**src/rtl/edfts_pkg.sv**
```systemverilog
// Shared constants, types and state encoding for the EDF tick scheduler.
package edfts_pkg;

  // Number of task entries, one cell each
  localparam int MAX_TASKS = 16;
  localparam int IDX_W     = (MAX_TASKS > 1) ? $clog2(MAX_TASKS) : 1;
  localparam int CNT_W     = IDX_W;
  localparam int TASK_W    = 4;
  localparam int COUNT_W   = 5;
  localparam int TIME_W    = 32;
  localparam int WORK_W    = 16;

  // Opcodes of the input word
  localparam logic OP_LOAD = 1'b0;
  localparam logic OP_TICK = 1'b1;

  // Best candidate so far, handed from cell to cell
  typedef struct packed {
    logic              found;
    logic [TIME_W-1:0] deadline;
    logic [IDX_W-1:0]  idx;
    logic              last;     // picking it finishes the job
  } cand_t;

  // Per-cell control from the sequencer
  typedef struct packed {
    logic load;     // write the load word into this cell
    logic commit;   // this cell won the tick
    logic part;     // cell index below task_count
  } cell_ctl_t;

  typedef enum logic [1:0] {
    ST_IDLE,
    ST_SCAN,
    ST_COMMIT
  } state_t;

endpackage

```
**src/rtl/edfts_cell.sv**
```systemverilog
// One task entry of the scheduler chain: task state plus one compare stage.
module edfts_cell (
  input  logic                        clk,
  input  edfts_pkg::cell_ctl_t        ctl,
  input  logic [edfts_pkg::IDX_W-1:0] cell_idx,
  input  logic [31:0]                 now,
  input  logic [15:0]                 ld_burst,
  input  logic [31:0]                 ld_deadline,
  input  logic [15:0]                 ld_period,
  input  edfts_pkg::cand_t            cand_in,
  output edfts_pkg::cand_t            cand_out
);
  import edfts_pkg::*;

  logic [WORK_W-1:0] burst_r,  burst_nxt;
  logic [WORK_W-1:0] period_r, period_nxt;
  logic [WORK_W-1:0] work_r,   work_nxt;
  logic [TIME_W-1:0] dl_r,     dl_nxt;
  logic [TIME_W-1:0] rel_r,    rel_nxt;
  cand_t             cand_r,   cand_nxt;

  logic              elig;
  logic              take;
  logic [TIME_W:0]   rel_sum;
  logic [TIME_W:0]   dl_sum;

  // Eligible: taking part, released, work left
  assign elig = ctl.part && (now >= rel_r) && (work_r != '0);
  // Strictly earlier deadline wins; ties stay with the lower index upstream
  assign take = elig && (!cand_in.found || (dl_r < cand_in.deadline));

  always_comb begin
    if (take) begin
      cand_nxt.found    = 1'b1;
      cand_nxt.deadline = dl_r;
      cand_nxt.idx      = cell_idx;
      cand_nxt.last     = (work_r == WORK_W'(1));
    end else begin
      cand_nxt = cand_in;
    end
  end

  // Next release and deadline; release + 2*period saturates alike
  assign rel_sum = {1'b0, rel_r} + {{(TIME_W-WORK_W+1){1'b0}}, period_r};
  assign dl_sum  = {1'b0, rel_r} + {{(TIME_W-WORK_W){1'b0}}, period_r, 1'b0};

  // Task state update: load word or commit of a won tick
  always_comb begin
    burst_nxt  = burst_r;
    period_nxt = period_r;
    work_nxt   = work_r;
    dl_nxt     = dl_r;
    rel_nxt    = rel_r;
    if (ctl.load) begin
      burst_nxt  = ld_burst;
      period_nxt = ld_period;
      work_nxt   = ld_burst;
      dl_nxt     = ld_deadline;
      rel_nxt    = '0;
    end else if (ctl.commit) begin
      if (work_r == WORK_W'(1)) begin
        work_nxt = burst_r;
        rel_nxt  = rel_sum[TIME_W] ? '1 : rel_sum[TIME_W-1:0];
        dl_nxt   = dl_sum[TIME_W]  ? '1 : dl_sum[TIME_W-1:0];
      end else begin
        work_nxt = work_r - WORK_W'(1);
      end
    end
  end

  always_ff @(posedge clk) begin
    burst_r  <= burst_nxt;
    period_r <= period_nxt;
    work_r   <= work_nxt;
    dl_r     <= dl_nxt;
    rel_r    <= rel_nxt;
    cand_r   <= cand_nxt;
  end

  assign cand_out = cand_r;

endmodule

```
**config.mk**
```make
export PLATFORM = sky130hd
export DESIGN_NAME = edfts_cell
export DESIGN_NICKNAME = d
export VERILOG_FILES = /design/src/rtl/edfts_pkg.sv /design/src/rtl/edfts_cell.sv
export SDC_FILE = /design/constraint.sdc
export NUM_CORES = 1
export LEC_CHECK = 0
export BUFFER_PORTS_ARGS = -buffer_cell sky130_fd_sc_hd__buf_2
export CAP_MARGIN = 20
export CORE_MARGIN = 4
export CORE_UTILIZATION = 35
export DETAILED_ROUTE_END_ITERATION = 12
export PLACE_DENSITY_LB_ADDON = 0.08
export SYNTH_ARGS = -nofsm -noshare
export SYNTH_HDL_FRONTEND = slang
export SYNTH_SLANG_ARGS = --single-unit
```
**constraint.sdc**
```tcl
create_clock -name clk -period 2.8 [get_ports clk]
set_clock_uncertainty 0.1 [all_clocks]
set_input_delay 0.28 -clock clk [delete_from_list [all_inputs] [get_ports clk]]
set_output_delay 0.28 -clock clk [all_outputs]
set_load 0.005 [all_outputs]
```
==> results_dict.tcl <==
set metrics [dict create \
    status "finished, violations left" \
    violations "setup timing" \
    layout-drive-gt1-share_pct 41.2 \
    cts_sinks 150 \
    antenna_found_initial 1 \
    power_frac_clock_pct 39.0 \
    synthAdderAreaFrac_pct 13.3 \
    timing.hold.ws_ns 0.0274 \
    synth-compound-area-share_pct 17.0 \
    place_ws_ns -0.658 \
    muxShareOfSynthArea_pct 6.58 \
    worstPathMaxFanout 5 \
    gp_congestion 0.857 \
    ys_seq_area_share_pct 40.4 \
    slew_violations 0 \
    cts_buffer_depth 2 \
    fmax_mhz 314 \
    synth_edf_count 80 \
    syn-num-nets 1198 \
    synth_top_family_by_area "compound AO/OA/AOI/OAI gates" \
    async_flop_share_pct 0 \
    nets 1641 \
    via_per_inst 4.89 \
    drt-total-wl_um 28400 \
    port_buffers 179 \
    cpPeakStageDelay_ns 0.48 \
    seqPwrFrac_pct 43.2 \
    synth_warnings 0 \
    clk_pin_slew_worst_paths_ns 0.07 \
    dieHeight_um 172 \
    num_vias 8558 \
    switching_share_pct 27.2 \
    worst-path-buf-inv 4 \
    grt_max_degree 48 \
    rsz0062_at_grt "true" \
    utilization_pct 54.7 \
    hold_violations 0 \
    core-area_um2 26300 \
    tightest_slew_ns 0.625 \
    crit_family "simple AND/OR/NAND/NOR gates" \
    num_rows 59 \
    vdd_drop_max_uv 285 \
    setup_violations 64 \
    drcViolationCount 0 \
    syn-cell-area_um2 9420 \
    crit_chain "inv_2 -> ha_4 -> and4_1 -> o21ai_2 -> or3_1 -> o211ai_1 -> a211o_1 -> a31oi_1 -> buf_4 -> or4_4 -> buf_6 -> buf_12 -> mux2_4" \
    synth_xor_area_share_pct 4.37 \
    end_kind "flop" \
    p_per_area_nw_per_um2 415 \
    finalCriticalPeriod_ns 3.18 \
    critPathKind "flop to flop" \
    dr.pass1.iters 5 \
    postSynthAreaPerCell_um2 9.84 \
    critPathArrivalTime_ns 3.40 \
    initial_core_util_pct 35.8 \
    tritoncts "yes" \
    first_iter_violations 426 \
    clockRootBuffer "clkbuf_16" \
    grt.total_usage_pct 18.5 \
    netlist-cell-type-count 70 \
    ant_nets 0 \
    internal_power_w 0.00434 \
    dpl_cell_area_um2 12000 \
    syn-instance-count 957 \
    design.die.area_um2 29600 \
    die_w_um 172 \
    route.detailed.wl_per_inst_um 16.2 \
    switchingPower_w 0.00162 \
    layout_setup_ws_ns -0.381 \
    pin_count 180 \
    grt_pass1_vias 8297 \
    p_comb_share_pct 17.8 \
    cts_buffers 17 \
    maxCapViolCount 0 \
    hold_path.class "input pin to flop" \
    p_leak_nw 6.35 \
    h-tree-depth 4 \
    grt-ovfl-total 0 \
    ys_ff_latch 150 \
    worstPathRequired_ns 3.02 \
    cp_slowest_cell "or4_4" \
    synthSimpleGateAreaFrac_pct 13.1 \
    worst_setup_path_start_kind "flop" \
    postLayoutCellArea_um2 14400 \
    hpwl_um 20700 \
    slew_headroom_pct 58.3 \
    grt_pass1_wl_um 43300 \
    area_delta_synth_final_pct 52.5 \
    final.period_utilization_pct 114 \
    synthFlopType "edfxtp_1" \
    clock_latency_ns 0.43 \
]
[cell usage after synthesis (all sizes together) (22+ instances only)]
cell type / instances / area [µm²]
nor3: 25 / 130
nor2: 48 / 180
inv: 89 / 334
a21oi: 61 / 305
dfxtp: 70 / 1400
xnor2: 32 / 280
mux2: 40 / 559
ha: 97 / 1210
o21ai: 70 / 350
nand2: 71 / 267
clkbuf: 22 / 82.6
edfxtp: 80 / 2400
[worst register-to-register path, stage by stage, from the launching register on]
cell,delay [ns]
dfxtp_2,0.35
inv_2,0.06
ha_4,0.26
and4_1,0.21
o21ai_2,0.08
or3_1,0.31
o211ai_1,0.20
a211o_1,0.19
a31oi_1,0.08
buf_4,0.17
or4_4,0.48
buf_6,0.17
buf_12,0.13
mux2_4,0.29
[worst paths after layout]
kind                     startpoint               endpoint  slack, ns  cells past startpoint
min reg2reg   rel_r[9]$_SDFFE_PP0P_  rel_r[9]$_SDFFE_PP0P_       0.40                      2
max reg2reg  rel_r[10]$_SDFFE_PP0P_   cand_out[20]$_DFF_P_      -0.38                     13
min                     cand_in[20]   cand_out[20]$_DFF_P_       0.03                      2
max          rel_r[10]$_SDFFE_PP0P_   cand_out[20]$_DFF_P_      -0.38                     13
[cells in the final DEF, fill, tap and decap left out, types with 5 or more instances in the layout]
cell type,synthesis,routed
buf_2,5,178
buf_4,0,176
inv_1,88,81
ha_1,97,81
edfxtp_1,80,80
dlygate4sd3_1,0,69
nand2_1,71,67
dfxtp_1,70,62
nor2_1,48,46
a21oi_1,61,44
mux2_4,29,36
o21ai_0,36,32
xnor2_1,32,32
o21ai_1,34,31
buf_6,4,25
a21o_1,21,21
nand3_1,21,20
nand4_1,18,18
nor3_1,24,18
clkbuf_16,0,18
xor2_1,15,15
ha_4,0,15
a21oi_2,0,14
a221oi_2,0,14
nand2b_1,13,12
o211ai_1,9,9
inv_2,1,8
dfxtp_2,0,8
a211oi_1,12,7
o21a_1,7,7
a31oi_1,8,7
nor4_1,7,7
and3_1,8,7
o21ai_2,0,6
or3_1,6,6
o31a_1,6,6
mux2i_1,6,5
nor3_2,1,5
buf_12,0,5
[power by group through the flow]
stage | Sequential (W) | Clock [W] | Combinational, W
after global placement | 0.00262 | 0 | 0.000882
after CTS | 0.00257 | 0.00239 | 0.00105
after global routing | 0.00259 | 0.00247 | 0.00118
after detailed placement | 0.00262 | 0 | 0.000888
after floorplan | 0.00260 | 0 | 0.000484
final | 0.00257 | 0.00232 | 0.00106
[registers in the layout (all words and copies together) (netlist names)]
signal and cells:
dl_r 32, cand_out 38, work_r 16, rel_r 32, burst_r 16, period_r 16
[metrics by stage]
step / instances / setup TNS (ns) / total power (W)
6_report: 1749 / -13.43 / 0.00595
5_1_grt: 1749 / -22.73 / 0.00624
4_1_cts: 1732 / -15.32 / 0.00601
3_5_place_dp: 1612 / -31.13 / 0.00351
3_3_place_gp: 1612 / -30.01 / 0.00350
2_1_floorplan: 957 / -0.383 / 0.00309
[cell type report]
class / instances / area [µm²]
Fill cell: 2387 / 11900
Multi-Input combinational cell: 686 / 5870
Sequential cell: 150 / 3810
Timing Repair Buffer: 456 / 3350
Clock buffer: 18 / 429
Tap cell: 335 / 419
Inverter: 89 / 334
Clock inverter: 14 / 139
Antenna cell: 1 / 2.50
[cell families after synthesis]
kind of cell / Yosys count
AO/OA/AOI/OAI: 249
AND/OR/NAND/NOR: 245
flip-flops: 150
buffers and inverters: 121
adder cells (fa/ha/maj): 99
XOR/XNOR: 47
multiplexers: 46
[per-layer routing]
metal / share of wire, % / vias to the layer above / track usage, %
met5: 0 / - / 0
met4: 1.3 / 0 / 5.23
met3: 3.8 / 26 / 2.51
met2: 45 / 187 / 29.0
met1: 50 / 3910 / 26.9
li1: - / 4435 / -
[what timing repair did]
| action | 4_1_cts | 5_1_grt |
|---|---|---|
| setup buffers | 15 | 21 |
| endpoints found under the setup margin | 91 | 95 |
| hold buffers | 69 | 0 |
| resized for setup | 69 | 103 |
| hold endpoints to repair | 65 | 0 |
| cloned | 4 | 1 |
| pin swaps | 29 | 49 |
Note: power is estimated with default switching activity, not from simulation.
